File: src/rtl/assert_macros.svh
// ----------------------------------------------------------------------------
// Assertion macros
// Shared concurrent assertion helpers; define ASSERT_OFF to compile them out.
// ----------------------------------------------------------------------------
`ifndef ASSERT_MACROS_SVH
`define ASSERT_MACROS_SVH

`ifndef ASSERT_OFF
// Plain property, clocked on clk_i and quiet during reset
`define ASSERT_PROP(lbl, prop, msg) \
  lbl: assert property (@(posedge clk_i) disable iff (!rst_ni) (prop)) else $error(msg);
// Same-cycle implication
`define ASSERT_IMPL(lbl, ante, cons, msg) \
  lbl: assert property (@(posedge clk_i) disable iff (!rst_ni) (ante) |-> (cons)) \
    else $error(msg);
`else
`define ASSERT_PROP(lbl, prop, msg)
`define ASSERT_IMPL(lbl, ante, cons, msg)
`endif

`endif

File: src/rtl/asd_pkg.sv
// ----------------------------------------------------------------------------
// asd_pkg
// Types, constants, coefficient builder and microcode for the shake detector.
// ----------------------------------------------------------------------------
package asd_pkg;

  // Field and register widths
  localparam int TimeW    = 48;
  localparam int MsW      = 32;
  localparam int ResSqW   = 34;
  localparam int ThrW     = 15;
  localparam int WinW     = 16;
  localparam int JoltW    = 8;
  localparam int CoolW    = 16;
  localparam int CfgDataW = 16;
  localparam int CfgIdxW  = 2;
  localparam int CoefW    = 16;

  // Register reset values
  localparam logic [ThrW-1:0]  ShakeThrReset   = 15'd3584;
  localparam logic [WinW-1:0]  WindowMsReset   = 16'd600;
  localparam logic [JoltW-1:0] MinJoltsReset   = 8'd3;
  localparam logic [CoolW-1:0] CooldownMsReset = 16'd800;

  // Time step handling
  localparam int unsigned DefaultStepMs = 4;
  localparam int unsigned MaxStepUs     = 200000;
  localparam int unsigned HalfMsUs      = 500;

  // Divide by 1000 as multiply by reciprocal: exact for x below 2^26
  localparam int DivXW        = 26;
  localparam int DivMulW      = 27;
  localparam int Div1000Shift = 36;
  localparam int DigitW       = 16;
  localparam int RemW         = 10;
  localparam logic [DivMulW-1:0] Div1000Mul = 27'd68719477;

  localparam logic [ResSqW-1:0] ResSqMax = {ResSqW{1'b1}};
  localparam logic [JoltW-1:0]  JoltMax  = {JoltW{1'b1}};

  // exp(-2*pi*1.2/1000) in Q0.32
  localparam logic [63:0] CoeffRatioQ32 = 64'd4262705781;

  // Configuration register indexes
  typedef enum logic [CfgIdxW-1:0] {
    CFG_THRESHOLD,
    CFG_WINDOW,
    CFG_MIN_JOLTS,
    CFG_COOLDOWN
  } cfg_reg_e;

  // Microcode program counter and step addresses
  localparam int PcW = 5;
  localparam logic [PcW-1:0] StepDt    = 5'd0;
  localparam logic [PcW-1:0] StepDivDt = 5'd1;
  localparam logic [PcW-1:0] StepIdx   = 5'd2;
  localparam logic [PcW-1:0] StepDivT  = 5'd3;
  localparam logic [PcW-1:0] StepDigit = 5'd4;
  localparam logic [PcW-1:0] StepPrime = 5'd5;
  localparam logic [PcW-1:0] StepDiff  = 5'd6;
  localparam logic [PcW-1:0] StepFmul  = 5'd7;
  localparam logic [PcW-1:0] StepGupd  = 5'd8;
  localparam logic [PcW-1:0] StepRes   = 5'd9;
  localparam logic [PcW-1:0] StepSq    = 5'd10;
  localparam logic [PcW-1:0] StepAcc   = 5'd11;
  localparam logic [PcW-1:0] StepThr   = 5'd12;
  localparam logic [PcW-1:0] StepCmp   = 5'd13;
  localparam logic [PcW-1:0] StepWin   = 5'd14;
  localparam logic [PcW-1:0] StepShk   = 5'd15;
  localparam logic [PcW-1:0] StepDone  = 5'd16;

  // Datapath register action of a step
  typedef enum logic [3:0] {
    ACT_NONE,
    ACT_DT,
    ACT_IDX,
    ACT_DIGIT,
    ACT_PRIME,
    ACT_DIFF,
    ACT_GUPD,
    ACT_RES,
    ACT_ACC,
    ACT_CMP,
    ACT_WIN,
    ACT_SHK,
    ACT_DONE
  } act_e;

  // Shared multiplier operand selection
  typedef enum logic [2:0] {
    MUL_NONE,
    MUL_FILT,
    MUL_SQ,
    MUL_DIV,
    MUL_THR
  } mul_e;

  // Jump conditions
  typedef enum logic [2:0] {
    JMP_NEXT,
    JMP_UNPRIMED,
    JMP_DIGIT_MORE,
    JMP_AXIS_MORE,
    JMP_UNDER,
    JMP_WAIT_OUT
  } jmp_e;

  typedef struct packed {
    act_e           act;
    mul_e           mul;
    jmp_e           jmp;
    logic [PcW-1:0] target;
  } ctrl_t;

  // Control store
  function automatic ctrl_t ucode(input logic [PcW-1:0] pc);
    ctrl_t c;
    c = '{act: ACT_NONE, mul: MUL_NONE, jmp: JMP_NEXT, target: StepDt};
    unique case (pc)
      StepDt:    c.act = ACT_DT;
      StepDivDt: c.mul = MUL_DIV;
      StepIdx:   c.act = ACT_IDX;
      StepDivT:  c.mul = MUL_DIV;
      StepDigit: c = '{act: ACT_DIGIT, mul: MUL_NONE, jmp: JMP_DIGIT_MORE, target: StepDivT};
      StepPrime: c = '{act: ACT_PRIME, mul: MUL_NONE, jmp: JMP_UNPRIMED, target: StepDone};
      StepDiff:  c.act = ACT_DIFF;
      StepFmul:  c.mul = MUL_FILT;
      StepGupd:  c.act = ACT_GUPD;
      StepRes:   c.act = ACT_RES;
      StepSq:    c.mul = MUL_SQ;
      StepAcc:   c = '{act: ACT_ACC, mul: MUL_NONE, jmp: JMP_AXIS_MORE, target: StepDiff};
      StepThr:   c.mul = MUL_THR;
      StepCmp:   c = '{act: ACT_CMP, mul: MUL_NONE, jmp: JMP_UNDER, target: StepDone};
      StepWin:   c.act = ACT_WIN;
      StepShk:   c.act = ACT_SHK;
      StepDone:  c = '{act: ACT_DONE, mul: MUL_NONE, jmp: JMP_WAIT_OUT, target: StepDone};
      default:   c = '{act: ACT_NONE, mul: MUL_NONE, jmp: JMP_NEXT, target: StepDt};
    endcase
    return c;
  endfunction

  // Coefficient entry n, Q0.16: 1 - R^n built by the rounded recurrence
  function automatic logic [CoefW-1:0] coeff_entry(input int unsigned n);
    logic [63:0] p;
    logic [63:0] k;
    p = 64'h1_0000_0000;
    for (int unsigned i = 0; i < n; i++) begin
      p = (p * CoeffRatioQ32 + 64'h8000_0000) >> 32;
    end
    k = (64'h1_0000_0000 - p + 64'd32768) >> 16;
    return (k > 64'd65535) ? {CoefW{1'b1}} : k[CoefW-1:0];
  endfunction

endpackage

File: src/rtl/accel_shake_detector_top.sv
// ----------------------------------------------------------------------------
// accel_shake_detector_top
// Gravity low-pass, residual energy threshold and jolt counting per sample.
// ----------------------------------------------------------------------------
// One sample beat gives one result beat. Each sample runs a 17-step microcoded
// sequence, left early after the prime step for the priming sample and after
// the compare step for a sample below threshold, that runs every multiplication
// through one shared multiplier: one divide-by-1000 for the time step, three
// for the millisecond stamp (one 16-bit digit each), a filter product and a
// square per axis, and the threshold square. A new sample is taken once the
// sequencer is done, even while the previous result still waits in the output
// register. Configuration writes take effect at once and belong in idle
// periods.

`include "assert_macros.svh"

module accel_shake_detector_top #(
  parameter int unsigned COEFF_TABLE_DEPTH = 256,
  parameter int unsigned SAMPLE_WIDTH      = 16
) (
  input  logic                               clk_i,
  input  logic                               rst_ni,
  // sample channel
  input  logic                               in_valid_i,
  output logic                               in_ready_o,
  input  logic signed [SAMPLE_WIDTH-1:0]     accel_x_i,
  input  logic signed [SAMPLE_WIDTH-1:0]     accel_y_i,
  input  logic signed [SAMPLE_WIDTH-1:0]     accel_z_i,
  input  logic [asd_pkg::TimeW-1:0]          time_us_i,
  // result channel
  output logic                               out_valid_o,
  input  logic                               out_ready_i,
  output logic                               primed_o,
  output logic                               over_threshold_o,
  output logic                               shake_event_o,
  output logic [asd_pkg::ResSqW-1:0]         residual_sq_o,
  // configuration write port
  input  logic                               cfg_we_i,
  input  logic [asd_pkg::CfgIdxW-1:0]        cfg_index_i,
  input  logic [asd_pkg::CfgDataW-1:0]       cfg_data_i
);
  import asd_pkg::*;

  localparam int SW   = SAMPLE_WIDTH;
  localparam int GW   = SW + 16;              // gravity, sample scaled by 2^16
  localparam int DW   = GW + 1;               // sample minus gravity
  localparam int RW   = SW + 10;              // residual, Q18.8 at 16-bit samples
  localparam int AccW = 2 * SW + 18;          // sum of three squares
  localparam int AW   = (RW > DivMulW + 1) ? RW : DivMulW + 1;
  localparam int BW   = DW;
  localparam int PW   = AW + BW;
  localparam int IW   = $clog2(COEFF_TABLE_DEPTH);

  // Coefficient table, built at elaboration
  logic [CoefW-1:0] coef_rom [COEFF_TABLE_DEPTH];
  for (genvar n = 0; n < COEFF_TABLE_DEPTH; n++) begin : g_rom
    localparam logic [CoefW-1:0] CoefVal = coeff_entry(n);
    assign coef_rom[n] = CoefVal;
  end

  // Sequencer and persistent state
  logic                  busy_q;
  logic [PcW-1:0]        pc_q, pc_d;
  logic                  filt_primed_q;
  logic [TimeW-1:0]      last_time_q;
  logic signed [GW-1:0]  grav_q [3];
  logic [JoltW-1:0]      jolt_q;
  logic [MsW-1:0]        win_start_q;
  logic [MsW-1:0]        last_shake_q;
  logic [ThrW-1:0]       thr_q;
  logic [WinW-1:0]       win_ms_q;
  logic [JoltW-1:0]      min_jolts_q;
  logic [CoolW-1:0]      cool_q;
  logic [1:0]            dig_q;
  logic [1:0]            ax_q;
  logic                  primed_q, over_q, shake_q;
  logic                  out_valid_q;

  // Working registers
  logic signed [SW-1:0]  samp_q [3];
  logic [TimeW-1:0]      time_q;
  logic [DivXW-1:0]      x_q;
  logic                  dflt_q;
  logic [IW-1:0]         idx_q;
  logic [MsW-1:0]        now_ms_q;
  logic [CoefW-1:0]      coef_q;
  logic signed [DW-1:0]  diff_q;
  logic signed [RW-1:0]  r_q;
  logic [AccW-1:0]       acc_q;
  logic signed [PW-1:0]  prod_q;
  logic [ResSqW-1:0]     res_q;
  logic                  out_primed_q, out_over_q, out_shake_q;
  logic [ResSqW-1:0]     out_res_q;

  // Decode
  ctrl_t ctrl;
  act_e  act;
  mul_e  mul;
  logic  in_fire;
  logic  out_free;
  logic  jmp_taken;

  assign in_ready_o = !busy_q;
  assign in_fire    = in_valid_i && in_ready_o;
  assign out_free   = !out_valid_q || out_ready_i;
  assign ctrl       = ucode(pc_q);
  assign act        = busy_q ? ctrl.act : ACT_NONE;
  assign mul        = busy_q ? ctrl.mul : MUL_NONE;

  // Time step and ROM index source
  logic [TimeW:0]    dt_full;
  logic              dt_bad;
  logic [DivXW-1:0]  dt_x;

  always_comb begin
    dt_full = {1'b0, time_q} - {1'b0, last_time_q};
    dt_bad  = (last_time_q == '0) || dt_full[TimeW] || (dt_full == '0) ||
              (dt_full[TimeW-1:0] > TimeW'(MaxStepUs));
    dt_x    = DivXW'(dt_full[17:0]) + DivXW'(HalfMsUs);
  end

  // Long division of the timestamp by 1000, one 16-bit digit per pass of the divide and digit steps
  logic [DigitW-1:0] q_dig;
  logic [DivXW-1:0]  q_times;
  logic [DivXW-1:0]  rem_full;
  logic [DigitW-1:0] next_digit;

  always_comb begin
    q_dig    = prod_q[Div1000Shift +: DigitW];
    q_times  = {q_dig, 10'b0} - DivXW'({q_dig, 4'b0}) - DivXW'({q_dig, 3'b0});
    rem_full = x_q - q_times;
    case (dig_q)
      2'd0:    next_digit = time_q[31:16];
      2'd1:    next_digit = time_q[15:0];
      default: next_digit = '0;
    endcase
  end

  // Per-axis filter arithmetic
  logic signed [SW-1:0] samp_cur;
  logic signed [GW-1:0] grav_cur;
  logic signed [GW-1:0] scaled;
  logic signed [DW-1:0] diff_new;
  logic signed [PW-1:0] prod_rnd;
  logic signed [DW-1:0] fstep;
  logic signed [GW-1:0] gnew;
  logic signed [DW:0]   rsum;
  logic signed [RW-1:0] r_new;

  always_comb begin
    samp_cur = samp_q[ax_q];
    grav_cur = grav_q[ax_q];
    scaled   = $signed({samp_cur, 16'b0});
    diff_new = DW'(scaled) - DW'(grav_cur);
    prod_rnd = prod_q + PW'(32768);
    fstep    = DW'(prod_rnd >>> 16);
    gnew     = GW'(DW'(grav_cur) + fstep);
    rsum     = (DW + 1)'(diff_new) + (DW + 1)'(128);
    r_new    = RW'(rsum >>> 8);
  end

  // Shared multiplier operands
  logic signed [AW-1:0] opa;
  logic signed [BW-1:0] opb;

  always_comb begin
    unique case (mul)
      MUL_FILT: begin
        opa = AW'($signed({1'b0, coef_q}));
        opb = BW'(diff_q);
      end
      MUL_SQ: begin
        opa = AW'(r_q);
        opb = BW'(r_q);
      end
      MUL_DIV: begin
        opa = AW'($signed({1'b0, Div1000Mul}));
        opb = BW'($signed({1'b0, x_q}));
      end
      MUL_THR: begin
        opa = AW'($signed({1'b0, thr_q}));
        opb = BW'($signed({1'b0, thr_q}));
      end
      MUL_NONE: begin
        opa = '0;
        opb = '0;
      end
      default: begin
        opa = '0;
        opb = '0;
      end
    endcase
  end

  // Threshold and jolt decisions
  logic [ResSqW-1:0] sum_sat;
  logic              over_new;
  logic [MsW-1:0]    since_win;
  logic              win_restart;
  logic [JoltW-1:0]  jolt_base;
  logic [JoltW-1:0]  jolt_inc;
  logic [MsW-1:0]    since_shake;
  logic              shake_new;

  always_comb begin
    sum_sat     = (acc_q > AccW'(ResSqMax)) ? ResSqMax : acc_q[ResSqW-1:0];
    over_new    = sum_sat >= prod_q[ResSqW-1:0];
    since_win   = now_ms_q - win_start_q;
    win_restart = (jolt_q == '0) || (since_win > MsW'(win_ms_q));
    jolt_base   = win_restart ? '0 : jolt_q;
    jolt_inc    = (jolt_base == JoltMax) ? JoltMax : jolt_base + 1'b1;
    since_shake = now_ms_q - last_shake_q;
    shake_new   = (jolt_q >= min_jolts_q) && (since_shake > MsW'(cool_q));
  end

  // Next step
  always_comb begin
    unique case (ctrl.jmp)
      JMP_NEXT:       jmp_taken = 1'b0;
      JMP_UNPRIMED:   jmp_taken = !filt_primed_q;
      JMP_DIGIT_MORE: jmp_taken = (dig_q != 2'd2);
      JMP_AXIS_MORE:  jmp_taken = (ax_q != 2'd2);
      JMP_UNDER:      jmp_taken = !over_new;
      JMP_WAIT_OUT:   jmp_taken = !out_free;
      default:        jmp_taken = 1'b0;
    endcase
    pc_d = jmp_taken ? ctrl.target : pc_q + 1'b1;
  end

  // Control and persistent state
  always_ff @(posedge clk_i or negedge rst_ni) begin
    if (!rst_ni) begin
      busy_q        <= 1'b0;
      pc_q          <= StepDt;
      filt_primed_q <= 1'b0;
      last_time_q   <= '0;
      for (int i = 0; i < 3; i++) grav_q[i] <= '0;
      jolt_q        <= '0;
      win_start_q   <= '0;
      last_shake_q  <= '0;
      thr_q         <= ShakeThrReset;
      win_ms_q      <= WindowMsReset;
      min_jolts_q   <= MinJoltsReset;
      cool_q        <= CooldownMsReset;
      dig_q         <= '0;
      ax_q          <= '0;
      primed_q      <= 1'b0;
      over_q        <= 1'b0;
      shake_q       <= 1'b0;
      out_valid_q   <= 1'b0;
    end else begin
      // sequencer
      if (in_fire) begin
        busy_q <= 1'b1;
        pc_q   <= StepDt;
      end else if (busy_q) begin
        pc_q <= pc_d;
        if (act == ACT_DONE && out_free) busy_q <= 1'b0;
      end

      // result register handshake
      if (act == ACT_DONE && out_free) begin
        out_valid_q <= 1'b1;
      end else if (out_ready_i) begin
        out_valid_q <= 1'b0;
      end

      // datapath actions
      case (act)
        ACT_DT: begin
          last_time_q <= time_q;
          primed_q    <= filt_primed_q;
          over_q      <= 1'b0;
          shake_q     <= 1'b0;
        end
        ACT_IDX:   dig_q <= '0;
        ACT_DIGIT: dig_q <= (dig_q == 2'd2) ? 2'd0 : dig_q + 1'b1;
        ACT_PRIME: begin
          ax_q <= '0;
          if (!filt_primed_q) begin
            filt_primed_q <= 1'b1;
            for (int i = 0; i < 3; i++) grav_q[i] <= $signed({samp_q[i], 16'b0});
          end
        end
        ACT_GUPD:  grav_q[ax_q] <= gnew;
        ACT_ACC:   ax_q <= (ax_q == 2'd2) ? 2'd0 : ax_q + 1'b1;
        ACT_CMP:   over_q <= over_new;
        ACT_WIN: begin
          if (win_restart) win_start_q <= now_ms_q;
          jolt_q <= jolt_inc;
        end
        ACT_SHK: begin
          shake_q <= shake_new;
          if (shake_new) begin
            jolt_q       <= '0;
            last_shake_q <= now_ms_q;
          end
        end
        default: ;
      endcase

      // configuration writes
      if (cfg_we_i) begin
        unique case (cfg_reg_e'(cfg_index_i))
          CFG_THRESHOLD: thr_q       <= cfg_data_i[ThrW-1:0];
          CFG_WINDOW:    win_ms_q    <= cfg_data_i[WinW-1:0];
          CFG_MIN_JOLTS: min_jolts_q <= cfg_data_i[JoltW-1:0];
          CFG_COOLDOWN:  cool_q      <= cfg_data_i[CoolW-1:0];
          default: ;
        endcase
      end
    end
  end

  // Working registers and result payload
  always_ff @(posedge clk_i) begin
    if (in_fire) begin
      samp_q[0] <= accel_x_i;
      samp_q[1] <= accel_y_i;
      samp_q[2] <= accel_z_i;
      time_q    <= time_us_i;
    end

    if (mul != MUL_NONE) prod_q <= opa * opb;

    case (act)
      ACT_DT: begin
        x_q    <= dt_x;
        dflt_q <= dt_bad;
        res_q  <= '0;
      end
      ACT_IDX: begin
        idx_q <= dflt_q ? IW'(DefaultStepMs) : prod_q[Div1000Shift +: IW];
        x_q   <= DivXW'(time_q[47:32]);
      end
      ACT_DIGIT: begin
        now_ms_q <= {now_ms_q[MsW-DigitW-1:0], q_dig};
        x_q      <= {rem_full[RemW-1:0], next_digit};
      end
      ACT_PRIME: begin
        coef_q <= coef_rom[idx_q];
        acc_q  <= '0;
      end
      ACT_DIFF: diff_q <= diff_new;
      ACT_RES:  r_q    <= r_new;
      ACT_ACC:  acc_q  <= acc_q + prod_q[AccW-1:0];
      ACT_CMP:  res_q  <= sum_sat;
      default: ;
    endcase

    if (act == ACT_DONE && out_free) begin
      out_primed_q <= primed_q;
      out_over_q   <= over_q;
      out_shake_q  <= shake_q;
      out_res_q    <= res_q;
    end
  end

  assign out_valid_o      = out_valid_q;
  assign primed_o         = out_primed_q;
  assign over_threshold_o = out_over_q;
  assign shake_event_o    = out_shake_q;
  assign residual_sq_o    = out_res_q;

  // Checks
  `ASSERT_IMPL(a_pc_range, busy_q, pc_q <= StepDone, "sequencer ran past the last step")
  `ASSERT_IMPL(a_axis_range, busy_q, ax_q <= 2'd2, "axis counter out of range")
  `ASSERT_IMPL(a_digit_range, busy_q, dig_q <= 2'd2, "digit counter out of range")
  `ASSERT_IMPL(a_valid_on_done, $rose(out_valid_q), $fell(busy_q), "result without sequence end")
  `ASSERT_IMPL(a_shake_clears, $rose(shake_q), jolt_q == '0, "shake left jolt count set")
  `ASSERT_IMPL(a_primed_sticky, out_valid_q && out_primed_q, filt_primed_q, "primed result with unprimed filter")

endmodule

File: config.mk
export PLATFORM = sky130hd
export DESIGN_NAME = accel_shake_detector_top
export DESIGN_NICKNAME = d
export VERILOG_FILES = /design/src/rtl/asd_pkg.sv /design/src/rtl/accel_shake_detector_top.sv
export VERILOG_INCLUDE_DIRS = /design/src /design/src/rtl
export SDC_FILE = /design/constraint.sdc
export NUM_CORES = 2
export LEC_CHECK = 0
export BUFFER_PORTS_ARGS = -buffer_cell sky130_fd_sc_hd__buf_2
export CORE_ASPECT_RATIO = 0.75
export CORE_MARGIN = 1
export CORE_UTILIZATION = 45
export CTS_CLUSTER_DIAMETER = 60
export CTS_CLUSTER_SIZE = 12
export DETAILED_ROUTE_END_ITERATION = 16
export SETUP_SLACK_MARGIN = 0.3
export SLEW_MARGIN = 0
export SYNTH_ARGS = -nofsm -noshare
export SYNTH_HDL_FRONTEND = slang
export SYNTH_SLANG_ARGS = --single-unit
File: constraint.sdc
create_clock -name clk_i -period 14.3 [get_ports clk_i]
set_clock_uncertainty 0.15 [all_clocks]
set_input_delay 2.145 -clock clk_i [delete_from_list [all_inputs] [get_ports clk_i]]
set_output_delay 2.145 -clock clk_i [all_outputs]
set_load 0.03 [all_outputs]
==> flow_summary_export.csv <==
group,metric,value,unit
outcome,status,"finished, violations left",
outcome,violations,"capacitance limit, slew limit",
clocking,clkLatencyLatePin,710,ps
sta,period_share,84.9,%
placement,gp_congestion,1.11,
job,cap_violations,1,
synth,synthArstFlopShare,41.0,%
placement,detailed_place_hpwl,219,mm
sta,worstMarginPinSlew,1610,ps
global_route,track_usage,33.0,%
synth,yosys-top-cells-count,"1105 x inv_1, 880 x nand2_1, 859 x fa_1",
route,routed-via-count,62800,
clocking,clockBufferDepth,3,
route,drc,0,
setup_path,critPathRequiredTime,14600,ps
cells_and_area,syn_to_final_growth,8.07,%
clocking,cts_root_buf,"clkbuf_16",
global_route,antenna_found_initial,13,
sta,tns,0,ps
sta,hold_viol,0,
clocking,cts_tree,"yes",
clocking,post_cts_buffers,0,
die,die_h,355,µm
sta,max_freq,0.0824,GHz
clocking,postCtsResizedCells,0,
synth,yosysMostFrequentCell,"inv_1",
clocking,cts.sinks,697,
synth,yosysTopAreaCell,"fa_1",
setup_path,endpoint_kind,"flop",
synth,netlist.area_leader.share,23.0,%
route,totalWireLength,278,mm
route,ant_nets,0,
die,num_rows,129,
synth,synth.area.top_cells,"fa_1 23%, edfxtp_1 16%, dfrtp_1 9.2%",
route,drt-initial-drc-count,7851,
route,drtPass1Iterations,7,
sta,relSlewSlack,-7.92,%
synth,synth_enable_flop_cells,411,
clocking,numCtsBuffers,78,
sta,setup-violations-final,0,
cells_and_area,fin_nets,9600,
setup_path,crit_path_max_fanout,39,
setup_path,crit_top_cell,"fa_1",
global_route,grt_pass1_wl,410,mm
sta,min_period,12130,ps
setup_path,slowest_delay,850,ps
clocking,cts_htree_levels,3,
die,start_util,45.4,%
setup_path,worst_ep_arrival_time,12430,ps
synth,syn_avg_cell_area,9.22,µm²
die,fp.dieArea,168000,µm²
synth,netlist-cell-type-count,96,
sta,maxSlewViolCount,8,
die,io_pins,158,
synth,yosys_register_bits,697,
setup_path,crit_type,"reg2reg",
die,die_width,473,µm
clocking,clk_pin_slew,70,ps
synth,ys.flop_type,"edfxtp_1",
setup_path,rr_worst_depth,34,
synth,synthCells,8129,
route,post_drt_wl_per_cell,26.7,µm
synth,synth_nets,9600,
route,routed_via_density,6.02,
cells_and_area,drive_gt1_share,8.55,%
setup_path,slowest_stage,"a211o_1",
hold_path,worstHoldPathCells,0,
synth,yosysWarnings,0,
sta,rsz0062_at_grt,"no",
hold_path,holdCritPathClass,"reg2reg",
global_route,grt_pass1_vias,61000,
synth,synthesis.area,74900,µm²
die,core_area,165000,µm²
global_route,grt_start_max_net_pins,165,
sta,holdWs,268,ps
clocking,cts_hold_buf,0,
placement,io_buffers,157,
global_route,overflow,0,
setup_path,setup.worst_path.start_class,"flop",
synth,ys_seq_area_share,26.0,%
## critical path: cells and delay by family (launching register included)
family | cells | cell delay [ps]
AOI/OAI and AO/OA | 11 | 3510
xor gates and xnor gates | 1 | 170
adders and majority gates | 10 | 4640
buffers and inverters | 6 | 1020
DFF | 1 | 420
and+or+nand+nor | 6 | 1880
## registers in the layout, indices dropped and copies added (netlist names), 15 cells and up
name and cells:
time_q 48, cool_q 16, res_q 34, r_q 26
last_shake_q 32, win_start_q 32, residual_sq_o 34, grav_q 96
win_ms_q 16, prod_q 52, now_ms_q 32, diff_q 33
acc_q 50, x_q 26, last_time_q 48, samp_q 48
coef_q 16, thr_q 15
## cell usage in the layout, fill, tap and decap left out, types with 36 or more instances in the layout
cell and n:
a211oi_1 71, a21o_1 141, a21oi_1 441, a221o_1 36
a31oi_1 54, and3_1 83, buf_2 156, buf_4 157
clkbuf_16 81, dfrtp_1 272, edfxtp_1 411, fa_1 859
ha_1 493, inv_1 1104, mux2_2 123, mux2i_1 74
nand2_1 878, nand2b_1 52, nand3_1 164, nand4_1 50
nor2_1 748, nor2b_1 64, nor3_1 98, nor4_1 44
o211ai_1 63, o21a_1 60, o21ai_0 428, or2_2 59
xnor2_1 186, xor2_1 94
## area by class of cell
type | count | area (µm²)
fillers | 15600 | 84100
repair buffers | 317 | 2030
inverters | 1112 | 4170
clock inverters | 27 | 307
clock buffers | 113 | 2170
diodes | 2 | 5.00
well taps | 2227 | 2790
flip-flops and latches | 697 | 19500
multi-input cells | 5923 | 50000
## worst paths after layout
check	startpoint	endpoint	slack, ps
min	res_q[32]	residual_sq_o[32]	270
min reg2reg	res_q[32]	residual_sq_o[32]	270
max reg2reg	pc_q[1]	prod_q[45]	2170
min in group asynchronous	rst_ni	last_shake_q[26]	1300
max	pc_q[1]	prod_q[45]	2170
max in group asynchronous	rst_ni	ax_q[0]	11230
## metrics by stage
| step | util (%) | setup slack, ps | std cells | area, µm² |
|---|---|---|---|---|
| floorplan | - | 3790 | 8129 | 74900 |
| global placement | 47.5 | 2630 | 10300 | 78500 |
| detailed placement | 47.5 | 2580 | 10300 | 78500 |
| CTS | 49.0 | 2530 | 10400 | 81000 |
| global route | 49.0 | 1810 | 10400 | 81000 |
| finish | 49.0 | 2170 | 10400 | 81000 |
## metal layers
layer	part of all wire (%)	global-route usage, %	vias to the layer above
li1	-	-	27500
met1	44	49.2	31100
met2	38	43.4	3700
met3	14	13.4	485
met4	3.0	8.53	4
met5	0.0093	0	-
## cell families (layout without fill, tap and decap cells)
| kind of cell | Yosys count | after routing | share of synthesized area (%) |
|---|---|---|---|
| simple gates | 2394 | 2394 | 14.3 |
| fa+ha+maj | 1352 | 1352 | 31.2 |
| xor+xnor | 283 | 283 | 3.34 |
| other cells | 0 | 2 | 0 |
| buf+inv | 1509 | 1569 | 7.60 |
| compound gates | 1693 | 1693 | 14.6 |
| mux | 201 | 201 | 2.96 |
| flops | 697 | 697 | 26.0 |
Power is not shown: default switching activity piles up to over one toggle a cycle in this logic, so the estimate is an artifact.
